### src/lssg_pkg.sv
// Shared types, constants and helper functions for the laser scan speed governor.
`default_nettype none
package lssg_pkg;

	localparam int MAX_POINTS = 1024;
	localparam int TRIM       = 3;

	localparam int DIST_W    = 16;
	localparam int SPEED_W   = 12;
	localparam int FWD_W     = 16;
	localparam int SLOPE_W   = 16;
	localparam int LEN_W     = 11;
	localparam int IDX_W     = $clog2(MAX_POINTS);
	localparam int CFG_IDX_W = 3;
	localparam int CFG_DAT_W = 16;

	localparam logic [DIST_W-1:0] REPAIR_FLOOR = DIST_W'(200);
	localparam logic [DIST_W-1:0] DIST_MAX     = '1;

	// floor(len / TRIM) as a multiply by a rounded-up reciprocal; exact for len < 2**LEN_W
	localparam int DIV_SH  = LEN_W + $clog2(TRIM);
	localparam int RECIP   = (2**DIV_SH + TRIM - 1) / TRIM;
	localparam int RECIP_W = DIV_SH;
	localparam int PROD_W  = LEN_W + RECIP_W;

	localparam logic [DIST_W-1:0]  STOP_THR_RST   = DIST_W'(650);
	localparam logic [DIST_W-1:0]  SLOW_THR_RST   = DIST_W'(1250);
	localparam logic [SPEED_W-1:0] CRAWL_SPD_RST  = SPEED_W'(0);
	localparam logic [SPEED_W-1:0] CRUISE_SPD_RST = SPEED_W'(700);
	localparam logic [SPEED_W-1:0] RESIDUE_RST    = SPEED_W'(200);
	localparam logic [SLOPE_W-1:0] SLOPE_Q8_RST   = SLOPE_W'(299);
	localparam logic [SPEED_W-1:0] TURN_RATE_RST  = SPEED_W'(800);
	localparam logic [LEN_W-1:0]   SCAN_LEN_RST   = LEN_W'(1024);

	typedef enum logic [CFG_IDX_W-1:0] {
		REG_STOP_THR   = 3'd0,
		REG_SLOW_THR   = 3'd1,
		REG_CRAWL_SPD  = 3'd2,
		REG_CRUISE_SPD = 3'd3,
		REG_RESIDUE    = 3'd4,
		REG_SLOPE_Q8   = 3'd5,
		REG_TURN_RATE  = 3'd6,
		REG_SCAN_LEN   = 3'd7
	} cfg_reg_t;

	typedef struct packed {
		logic [DIST_W-1:0]  stop_thr;
		logic [DIST_W-1:0]  slow_thr;
		logic [SPEED_W-1:0] crawl_spd;
		logic [SPEED_W-1:0] cruise_spd;
		logic [SPEED_W-1:0] residue;
		logic [SLOPE_W-1:0] slope_q8;
		logic [SPEED_W-1:0] turn_rate;
	} drive_cfg_t;

	typedef struct packed {
		logic [IDX_W-1:0] last;
		logic [IDX_W-1:0] lo;
		logic [IDX_W-1:0] hi;
	} bounds_t;

	// Clamp the length and derive last index and middle window.
	function automatic bounds_t scan_bounds(input logic [LEN_W-1:0] len_raw);
		logic [LEN_W-1:0]  len;
		logic [PROD_W-1:0] prod;
		logic [LEN_W-1:0]  lo;
		logic [LEN_W-1:0]  hi;
		bounds_t           b;
		len = len_raw;
		if (len == '0) begin
			len = LEN_W'(1);
		end else if (int'(len) > MAX_POINTS) begin
			len = LEN_W'(MAX_POINTS);
		end
		prod = PROD_W'(len) * PROD_W'(RECIP);
		lo   = LEN_W'(prod >> DIV_SH);
		hi   = len - lo - LEN_W'(1);
		if (hi < lo) begin
			hi = lo;
		end
		b.last = IDX_W'(len - LEN_W'(1));
		b.lo   = IDX_W'(lo);
		b.hi   = IDX_W'(hi);
		return b;
	endfunction

endpackage
`default_nettype wire

### src/laser_scan_speed_governor.sv
// Top level: sample repair, middle-window minimum and drive speed output.
// Throughput: one distance sample per cycle while in_ready is high; samples other than the last give no result.
// The minimum for a scan is registered in the stage register and then in the output register before out_valid.
// The minimum is handed over through one stage register, so a stalled output holds one
// result in the output register and one in the stage register before in_ready drops.
// Reset loads the register defaults and starts a fresh scan; no clearing pass.
`default_nettype none
module laser_scan_speed_governor (
	input  wire                                 clk,
	input  wire                                 arst_n,
	input  wire                                 in_valid,
	output logic                                in_ready,
	input  wire  [lssg_pkg::DIST_W-1:0]         distance,
	output logic                                out_valid,
	input  wire                                 out_ready,
	output logic [lssg_pkg::FWD_W-1:0]          forward_speed,
	output logic [lssg_pkg::SPEED_W-1:0]        turn_speed,
	output logic [lssg_pkg::DIST_W-1:0]         nearest_distance,
	input  wire                                 cfg_valid,
	output logic                                cfg_ready,
	input  wire  [lssg_pkg::CFG_IDX_W-1:0]      cfg_index,
	input  wire  [lssg_pkg::CFG_DAT_W-1:0]      cfg_data
);
	import lssg_pkg::*;

	drive_cfg_t        cfg_q;
	bounds_t           bounds_q;
	logic [DIST_W-1:0] prev_q;
	logic [IDX_W-1:0]  idx_q;
	logic [DIST_W-1:0] min_q;
	logic              valid_s1;
	logic [DIST_W-1:0] min_s1;

	logic              in_acc;
	logic              adv_s1;
	logic              calc_ready;
	logic              scan_last;
	logic [DIST_W-1:0] d_rep;
	logic [DIST_W-1:0] min_nxt;

	assign cfg_ready = 1'b1;

	always_ff @(posedge clk or negedge arst_n) begin
		if (!arst_n) begin
			cfg_q.stop_thr   <= STOP_THR_RST;
			cfg_q.slow_thr   <= SLOW_THR_RST;
			cfg_q.crawl_spd  <= CRAWL_SPD_RST;
			cfg_q.cruise_spd <= CRUISE_SPD_RST;
			cfg_q.residue    <= RESIDUE_RST;
			cfg_q.slope_q8   <= SLOPE_Q8_RST;
			cfg_q.turn_rate  <= TURN_RATE_RST;
			bounds_q         <= scan_bounds(SCAN_LEN_RST);
		end else if (cfg_valid && cfg_ready) begin
			case (cfg_reg_t'(cfg_index))
				REG_STOP_THR:   cfg_q.stop_thr   <= cfg_data;
				REG_SLOW_THR:   cfg_q.slow_thr   <= cfg_data;
				REG_CRAWL_SPD:  cfg_q.crawl_spd  <= cfg_data[SPEED_W-1:0];
				REG_CRUISE_SPD: cfg_q.cruise_spd <= cfg_data[SPEED_W-1:0];
				REG_RESIDUE:    cfg_q.residue    <= cfg_data[SPEED_W-1:0];
				REG_SLOPE_Q8:   cfg_q.slope_q8   <= cfg_data;
				REG_TURN_RATE:  cfg_q.turn_rate  <= cfg_data[SPEED_W-1:0];
				REG_SCAN_LEN:   bounds_q         <= scan_bounds(cfg_data[LEN_W-1:0]);
				default: ;
			endcase
		end
	end

	assign adv_s1   = valid_s1 && calc_ready;
	assign in_ready = !valid_s1 || adv_s1;
	assign in_acc   = in_valid && in_ready;

	always_comb begin
		if (distance < REPAIR_FLOOR) begin
			d_rep = (idx_q == '0) ? REPAIR_FLOOR : prev_q;
		end else begin
			d_rep = distance;
		end
		if (idx_q >= bounds_q.lo && idx_q <= bounds_q.hi && d_rep < min_q) begin
			min_nxt = d_rep;
		end else begin
			min_nxt = min_q;
		end
		// a shortened length ends the scan on the current sample
		scan_last = idx_q >= bounds_q.last;
	end

	always_ff @(posedge clk or negedge arst_n) begin
		if (!arst_n) begin
			prev_q   <= '0;
			idx_q    <= '0;
			min_q    <= DIST_MAX;
			valid_s1 <= 1'b0;
		end else begin
			if (in_acc) begin
				if (scan_last) begin
					prev_q <= '0;
					idx_q  <= '0;
					min_q  <= DIST_MAX;
				end else begin
					prev_q <= d_rep;
					idx_q  <= idx_q + IDX_W'(1);
					min_q  <= min_nxt;
				end
			end
			if (in_acc && scan_last) begin
				valid_s1 <= 1'b1;
			end else if (adv_s1) begin
				valid_s1 <= 1'b0;
			end
		end
	end

	always_ff @(posedge clk) begin
		if (in_acc && scan_last) begin
			min_s1 <= min_nxt;
		end
	end

	lssg_speed_calc u_speed_calc (
		.clk              (clk),
		.arst_n           (arst_n),
		.cfg              (cfg_q),
		.req_valid        (valid_s1),
		.req_ready        (calc_ready),
		.req_min          (min_s1),
		.out_valid        (out_valid),
		.out_ready        (out_ready),
		.forward_speed    (forward_speed),
		.turn_speed       (turn_speed),
		.nearest_distance (nearest_distance)
	);

endmodule
`default_nettype wire

### src/lssg_speed_calc.sv
// Speed rule on the scan minimum, with the result output register.
`default_nettype none
module lssg_speed_calc (
	input  wire                                 clk,
	input  wire                                 arst_n,
	input  lssg_pkg::drive_cfg_t                cfg,
	input  wire                                 req_valid,
	output logic                                req_ready,
	input  wire  [lssg_pkg::DIST_W-1:0]         req_min,
	output logic                                out_valid,
	input  wire                                 out_ready,
	output logic [lssg_pkg::FWD_W-1:0]          forward_speed,
	output logic [lssg_pkg::SPEED_W-1:0]        turn_speed,
	output logic [lssg_pkg::DIST_W-1:0]         nearest_distance
);
	import lssg_pkg::*;

	localparam int MUL_W = SLOPE_W + DIST_W;
	localparam int SUM_W = MUL_W - 8 + 1;

	logic [DIST_W-1:0]  gap;
	logic [MUL_W-1:0]   ramp_prod;
	logic [SUM_W-1:0]   ramp_sum;
	logic [FWD_W-1:0]   fwd_nxt;
	logic [SPEED_W-1:0] turn_nxt;
	logic               out_valid_q;
	logic [FWD_W-1:0]   fwd_q;
	logic [SPEED_W-1:0] turn_q;
	logic [DIST_W-1:0]  near_q;

	assign req_ready = !out_valid_q || out_ready;

	always_comb begin
		gap       = req_min - cfg.stop_thr;
		ramp_prod = MUL_W'(cfg.slope_q8) * MUL_W'(gap);
		ramp_sum  = SUM_W'(cfg.crawl_spd) + SUM_W'(cfg.residue) + SUM_W'(ramp_prod >> 8);
		if (req_min < cfg.stop_thr) begin
			fwd_nxt  = FWD_W'(cfg.crawl_spd);
			turn_nxt = cfg.turn_rate;
		end else if (req_min < cfg.slow_thr) begin
			// saturate the ramp at full scale
			fwd_nxt  = (ramp_sum > SUM_W'(DIST_MAX)) ? '1 : FWD_W'(ramp_sum);
			turn_nxt = '0;
		end else begin
			fwd_nxt  = FWD_W'(cfg.cruise_spd);
			turn_nxt = '0;
		end
	end

	always_ff @(posedge clk or negedge arst_n) begin
		if (!arst_n) begin
			out_valid_q <= 1'b0;
		end else if (req_ready) begin
			out_valid_q <= req_valid;
		end
	end

	always_ff @(posedge clk) begin
		if (req_valid && req_ready) begin
			fwd_q  <= fwd_nxt;
			turn_q <= turn_nxt;
			near_q <= req_min;
		end
	end

	assign out_valid        = out_valid_q;
	assign forward_speed    = fwd_q;
	assign turn_speed       = turn_q;
	assign nearest_distance = near_q;

endmodule
`default_nettype wire

### config.mk
export PLATFORM = sky130hd
export DESIGN_NAME = laser_scan_speed_governor
export DESIGN_NICKNAME = d
export VERILOG_FILES = /design/src/lssg_pkg.sv /design/src/laser_scan_speed_governor.sv /design/src/lssg_speed_calc.sv
export SDC_FILE = /design/constraint.sdc
export NUM_CORES = 1
export LEC_CHECK = 0
export ABC_AREA = 1
export BUFFER_PORTS_ARGS = -buffer_cell sky130_fd_sc_hd__buf_4
export CORE_MARGIN = 2
export CORE_UTILIZATION = 65
export CTS_CLUSTER_SIZE = 16
export DETAILED_ROUTE_END_ITERATION = 16
export PLACE_DENSITY = 0.83
export RECOVER_POWER = 50
export SLEW_MARGIN = 10
export SYNTH_ARGS = -nofsm -noshare
export SYNTH_HDL_FRONTEND = slang
export SYNTH_SLANG_ARGS = --single-unit
### constraint.sdc
create_clock -name clk -period 13 [get_ports clk]
set_input_delay 1.3 -clock clk [delete_from_list [all_inputs] [get_ports clk]]
set_output_delay 1.3 -clock clk [all_outputs]
set_load 0.005 [all_outputs]
After elaboration in Yosys (flattened, before gate mapping). Index checks and enable logic that the tools add are counted.

Flip-flop bits (word level): 230. Bits of input ports: 40.

Add/subtract/negate cells: 7. Multiply operators: 2. Order comparisons: 10. Eq/ne operators: 7. Muxes and demuxes: 16. Bitwise operators: 1. Reductions and logical operators: 22.

Operator list (count): two-way mux 16 bit (6); less-than comparator 16 bit (3); two-way mux 11 bit (4); multiplier 16 x 16 -> 32 bit (1); adder 25 x 24 -> 25 bit (1); > comparator 25 x 16 -> 1 bit, second input constant (1); two-way mux 12 bit (2); multiplier 11 x 12 -> 23 bit, second input constant (1); greater-or-equal comparator 10 bit (2); two-way mux 10 bit (2); less-than comparator 16 x 8 -> 1 bit, second input constant (1); AND reduction 2 bit (8); subtractor 16 bit (1); adder 12 x 12 -> 13 bit (1); == test 3 bit, second input constant (4); > comparator 11 bit, second input constant (1); logical NOT 11 bit (1); less-than comparator 11 x 10 -> 1 bit (1); subtractor 11 x 1 -> 11 bit, second input constant (1); subtractor 11 x 10 -> 11 bit (1); adder 10 x 1 -> 10 bit, second input constant (1); <= comparator 10 bit (1); logical NOT 10 bit (1); subtractor 10 x 1 -> 10 bit, second input constant (1); other kinds (10) (18).

Longest topological paths before layout.
Depth in word-level cells: 10. Depth in mapped cells: 54.

Modules after synthesis. From an unflattened synthesis, not the netlist that was laid out.

Cells, all modules: 3253. Area, all modules: 25667.1 µm².

By module, submodules not included: lssg_speed_calc (instances 1, cells each 1770, area each 13251.5 µm², sequential area each 1346.3 µm²); laser_scan_speed_governor (instances 1, cells each 1483, area each 12415.7 µm², sequential area each 4787.1 µm²).

Worst setup path after synthesis. Ideal clock, no wire load.

Kind: in2reg. Start point: in cfg_data[8] (netlist name). End point: reg bounds_q[8] (netlist name). Library setup time: 0.131 ns. Arrival time: 8.701 ns. Data required time: 12.869 ns. Slack: 4.168 ns. Cell stages on the path: 43. Cell sequence: inv_1 > nand4_1 > nor4_1 > nor2_1 > nor2_1 > ha_1 > fa_1 > fa_1 > inv_1 > fa_1 > inv_1 > fa_1 > ha_1 > nand2_1 > a21oi_1 > nor2_1 > o21ai_0 > nand2_1 > [... 7 more ...] > o21ai_0 > a21oi_1 > o21bai_1 > xor2_1 > inv_1 > ha_1 > nand2_1 > o21ai_0 > a41o_1 > nand4_1 > nand3b_1 > nor2_1 > nand2_1 > inv_1 > buf_4 > nand2_1 > o211ai_1 > o21ai_0.

Cells in the longest elaborated chain, start to end: 10.

Ends and longest elaborated chain: start, declared (line laser_scan_speed_governor.sv:22) `input wire [lssg_pkg::CFG_DAT_W-1:0] cfg_data`; > comparator 11 bit (line lssg_pkg.sv:72) `end else if (int'(len) > MAX_POINTS) begin`; two-way mux 11 bit (line lssg_pkg.sv:72); two-way mux 11 bit (*) (line lssg_pkg.sv:70) `if (len == '0) begin`; two-way mux 11 bit (*) (line laser_scan_speed_governor.sv:54) `case (cfg_reg_t'(cfg_index))`; two-way mux 11 bit (*) (line laser_scan_speed_governor.sv:53) `end else if (cfg_valid && cfg_ready) begin`; multiplier 11 x 12 -> 23 bit (line lssg_pkg.sv:75) `prod = PROD_W'(len) * PROD_W'(RECIP);`; subtractor 11 x 10 -> 11 bit (line lssg_pkg.sv:77) `hi = len - lo - LEN_W'(1);`; subtractor 11 x 1 -> 11 bit (line lssg_pkg.sv:77); less-than comparator 11 x 10 -> 1 bit (line lssg_pkg.sv:78) `if (hi < lo) begin`; two-way mux 10 bit (*) (line lssg_pkg.sv:78); end signal, assigned (line laser_scan_speed_governor.sv:52) `bounds_q <= scan_bounds(SCAN_LEN_RST);`; end signal, assigned (line laser_scan_speed_governor.sv:62) `REG_SCAN_LEN: bounds_q <= scan_bounds(cfg_data[LEN_W-1:0]);`; end, declared (line laser_scan_speed_governor.sv:27) `bounds_t bounds_q;`.

Mark *: on every way between the ends. The rest lies on a longest branch, timed or not. The select of a mux whose other input is x is not followed. A chain may end at the register's enable or synchronous reset.

Worst setup path after layout.
Start point: reg min_s1[0]. End point: reg u_speed_calc.fwd_q[0], in the netlist u_speed_calc.forward_speed[0], data pin.

Cells in the longest elaborated chain, start to end: 7.

Ends and longest elaborated chain: start, declared (line laser_scan_speed_governor.sv:32) `logic [DIST_W-1:0] min_s1;`; start signal, assigned (line laser_scan_speed_governor.sv:115) `min_s1 <= min_nxt;`; subtractor 16 bit (line lssg_speed_calc.sv:34) `gap = req_min - cfg.stop_thr;`; multiplier 16 x 16 -> 32 bit (line lssg_speed_calc.sv:35) `ramp_prod = MUL_W'(cfg.slope_q8) * MUL_W'(gap);`; adder 25 x 24 -> 25 bit (line lssg_speed_calc.sv:36) `ramp_sum = SUM_W'(cfg.crawl_spd) + SUM_W'(cfg.residue) + SUM_W'(ramp_prod >> 8);`; > comparator 25 x 16 -> 1 bit (line lssg_speed_calc.sv:42) `fwd_nxt = (ramp_sum > SUM_W'(DIST_MAX)) ? '1 : FWD_W'(ramp_sum);`; two-way mux 16 bit (line lssg_speed_calc.sv:42); two-way mux 12 bit (line lssg_speed_calc.sv:40) `end else if (req_min < cfg.slow_thr) begin`; two-way mux 12 bit (*) (line lssg_speed_calc.sv:37) `if (req_min < cfg.stop_thr) begin`; net u_speed_calc.fwd_nxt[0] (line lssg_speed_calc.sv:24) `logic [FWD_W-1:0] fwd_nxt;`; end signal, assigned (line lssg_speed_calc.sv:60) `fwd_q <= fwd_nxt;`; end, declared (line lssg_speed_calc.sv:27) `logic [FWD_W-1:0] fwd_q;`.

Mark *: on every way through the listed nets, which the timed path passes. The rest lies on a longest branch.

==> flow_results.org <==
** Worst hold path
- Cells on Worst Hold Path :: 2
- Worst Min Path Start :: cfg_q[64]$_DFFE_PN0P_
- The worst hold path terminates at cfg_q[64]$_DFFE_PN0P_.
- Min-Delay Path Class :: flip-flop to flip-flop

** STA
- Highest clock frequency the design can meet :: 0.0978 GHz
- Final Hold Vio Count :: 0
- Final worst path period need :: 10220 ps
- Setup violators final :: 0
- Final Slew Violations :: 172
- Setup repair after global routing left no endpoint under its margin.
- Total Negative Setup Slacks :: 0 ps
- Fin Clk Skew :: 28.5 ps
- In this run the tightest slew margin relative to its limit is -188%.
- At the pin with the least slew margin, the transition time is 4310 ps.
- Of the available clock period, the critical path in the final layout requires 78.6%.

** Cells and area
- Area taken by multi-input logic gates :: 16300 sq um
- Final instance count without filler cells :: 3766
- For this run, the share of the core covered by cells in the final layout is 70.6%.
- Fraction of final layout cells with drive strength greater than 1 :: 8.22%
- Compared with the post-synthesis result, the final layout area differs by 7.80%.
- Registers take 6130 sq um.
- Count of antenna diodes in the layout :: 0
- Count of nets after finishing :: 3798
- The layout has 3140 filler cells.

** Worst setup path
- For the worst setup path, the data required time is 13300 ps.
- Crit path largest cell delay :: 550 ps
- Crit Path Category :: flip-flop to flip-flop
- Arrival @ worst endpoint :: 10520 ps
- In this run the critical register-to-register path is captured at u_speed_calc.forward_speed[0]$_DFFE_PP_.
- Reg2reg path depth :: 45
- In this run the register-to-register setup slack is 2780 ps.
- Counting stages on the worst path, the most repeated cell is sky130_fd_sc_hd__nand2_1.
- In this run the critical register-to-register path is launched from min_s1[0]$_DFFE_PP_.
- Slowest cell on the critical path :: sky130_fd_sc_hd__fa_1
- The worst setup path is launched from a flip-flop.
- The worst setup path is captured at a flip-flop.
- Maximum fanout along the worst path :: 13

** Floorplan
- In this run the horizontal extent of the chip is 201 microns.
- In this run the vertical extent of the chip is 201 microns.
- Top Ports :: 87
- The floorplan step defined a core boundary enclosing 38400 sq um.
- The die covers 40200 sq um.
- Number of core rows :: 72
- Effective utilization at floorplan :: 65.5%

** Clocking
- Number of buffers inserted during clock tree synthesis :: 25
- Number of gates resized after cts :: 0
- Number of hold buffers added after cts :: 0
- CTS saw 230 sinks.
- Clock root buffer master :: sky130_fd_sc_hd__clkbuf_16
- The clock reaches the later pin of the worst-skew pair after 570 ps.
- CTS tree :: built
- Post-CTS timing repair inserted 0 buffers for setup.
- Deepest level of the CTS H-tree :: 1
- Clock Pin Slew Worst Setup and Hold Paths :: 70 ps
- Buffer depth of the longest clock path :: 3

** Route
- In the routed layout, each cell is associated on average with a via count of 5.68.
- The routed design has 67500 microns of wire.
- Number of detailed-routing iterations run before antenna repair :: 6
- The count of nets left with antenna violations once routing finished came out at 0.
- After detailed routing, the number of remaining DRC violations is 0.
- Total vias in the final route :: 21.4k
- For this block, the initial DRC count from the detailed router was 1560.
- Mean routed wirelength per cell :: 17.9 microns

** Placed design
- Total placed cells including tap cells :: 3720
- Detailed placement finished with a half-perimeter wire length of 52600 microns.
- Number of port buffers :: 85
- Placer Congestion :: 0.959

** Logic synthesis
- Dominant cells by area after synthesis :: sky130_fd_sc_hd__fa_1 18%, sky130_fd_sc_hd__ha_1 15%, sky130_fd_sc_hd__nand2_1 11%, sky130_fd_sc_hd__dfrtp_1 11%, sky130_fd_sc_hd__inv_1 9.3%
- The synthesized design contains 60 enable-type register cells.
- Combinational family with the most area after synthesis :: adder cells
- Top post-synthesis cells by count :: 739 x sky130_fd_sc_hd__nand2_1, 620 x sky130_fd_sc_hd__inv_1, 301 x sky130_fd_sc_hd__ha_1
- The synthesized netlist occupies a cell area of 25100 sq um.
- After synthesis, the largest area contributor takes up 18.2% of total cell area.
- Total number of yosys warnings :: 0
- Counting flops and latches in the post-synthesis netlist gives 230.
- Count of distinct cell types in the synthesized netlist :: 54
- Commonest register cell after synthesis :: sky130_fd_sc_hd__dfrtp_1
- Number of cells produced by synthesis :: 3180
- Counting flops with an async set or reset pin after synthesis yields a share of 73.9%.
- Simple-gate portion of the synthesized area :: 21.2%
- Of the post-synthesis cell area, the part taken by muxes is 0%.
- The synthesized netlist devotes 2.34% of its cell area to XOR and XNOR gates.
- Synthesized-area fraction occupied by adder cells :: 33.2%
- Area leader, netlist :: sky130_fd_sc_hd__fa_1
- The synthesized netlist devotes 8.06% of its cell area to compound gates.
- In the post-synthesis netlist, the cell with the most instances is sky130_fd_sc_hd__nand2_1.
- Post-synthesis area per instance :: 7.90 sq um
- Sequential elements use 24.4% of the synthesized area.

** GRT
- Via count of the first global-routing pass :: 21.9k
- Global-route wire length before repair :: 110000 microns
- The number of antenna violations at the first check in global routing came to 0.
- Entering global routing, the biggest net connects 77 pins.
- In the global route stage, overall resource usage came out at 34.0%.
- Gr ovfl total :: 0

** Run status
- Violated checks :: max-capacitance violations, max-slew violations
- The flow ran to the end, but the final reports show violations.

** Flow run
- Across the run, the number of max-cap violations was 3.
-- area by class of cell --
type,instances,share of cell area (%)
clock buffers,32,2.48
flip-flops and latches,230,22.6
multi-input cells,2239,60.2
inverters,641,8.88
well taps,518,2.39
clock inverters,14,0.924
repair buffers,92,2.49
-- metal layers --
layer	routed length (microns)	track usage [%]	share of wire, %	vias to the layer above
met3	4780	3.99	7.1	169
met4	2860	14.2	4.2	0
li1	-	-	-	10063
met5	0	0	0	-
met1	27100	44.1	40	10349
met2	32700	58.2	49	822
-- through the flow --
stage / hold WS, ps / cell area [sq um] / setup WS (ps)
3_5_place_dp: 457 / 26200 / 2830
2_1_floorplan: 426 / 25100 / 4170
4_1_cts: 484 / 27100 / 2890
5_1_grt: 497 / 27100 / 2250
6_report: 487 / 27100 / 2780
3_3_place_gp: 439 / 26200 / 3040
-- how the worst max path moves through the flow --
| stage | to | depth (start not counted) | slack [ps] | from |
|---|---|---|---|---|
| final | u_speed_calc.forward_speed[0]$_DFFE_PP_ | 45 | 2780 | min_s1[0]$_DFFE_PP_ |
| after global routing | u_speed_calc.forward_speed[14]$_SDFFCE_PP0P_ | 45 | 2250 | min_s1[0]$_DFFE_PP_ |
| after floorplan | bounds_q[8]$_DFFE_PN0P_ | 43 | 4170 | cfg_data[8] |
| after CTS | u_speed_calc.forward_speed[14]$_SDFFCE_PP0P_ | 45 | 2890 | min_s1[0]$_DFFE_PP_ |
| after global placement | bounds_q[8]$_DFFE_PN0P_ | 43 | 3040 | cfg_data[8] |
| after detailed placement | bounds_q[8]$_DFFE_PN0P_ | 43 | 2830 | cfg_data[8] |
-- flip-flops by register name, summed over array words and instances (netlist names) --
register,cells
min_q,16
cfg_q,96
prev_q,16
u_speed_calc.nearest_distance,16
idx_q,10
valid_s1,1
min_s1,16
u_speed_calc.forward_speed,16
u_speed_calc.out_valid,1
u_speed_calc.turn_speed,12
bounds_q,30
-- kinds of logic (layout without fill, tap and decap cells) --
family	count (synthesis)	in the layout
buffers and inverters	712	779
xor gates and xnor gates	67	67
other	1	2
AOI/OAI and AO/OA	377	377
and+or+nand+nor	1264	1264
DFF	230	230
adders and majority gates	529	529
-- worst max-delay path: cells and delay by family (launching register included) --
family | cells | cell delay [ps]
flip-flops | 1 | 370
adder cells (fa/ha/maj) | 10 | 4400
buffers and inverters | 8 | 900
XOR/XNOR | 1 | 160
AO/OA/AOI/OAI | 4 | 710
AND/OR/NAND/NOR | 22 | 3390
-- cell usage in the layout (no fill, tap or decap), drive strengths merged, types with 26 or more instances in the layout --
master and n:
a21oi 138, buf 86, clkbuf 38, dfrtp 108, dfstp 62, edfxtp 60
fa 228, ha 301, inv 633, nand2 756, nand3 97, nand4 50
nor2 280, nor3 29, o21ai 177, xnor2 26, xor2 41
Power is left out: the tool's default activity adds up to more than one toggle a clock period on the data nets, which glitch-free logic cannot reach.
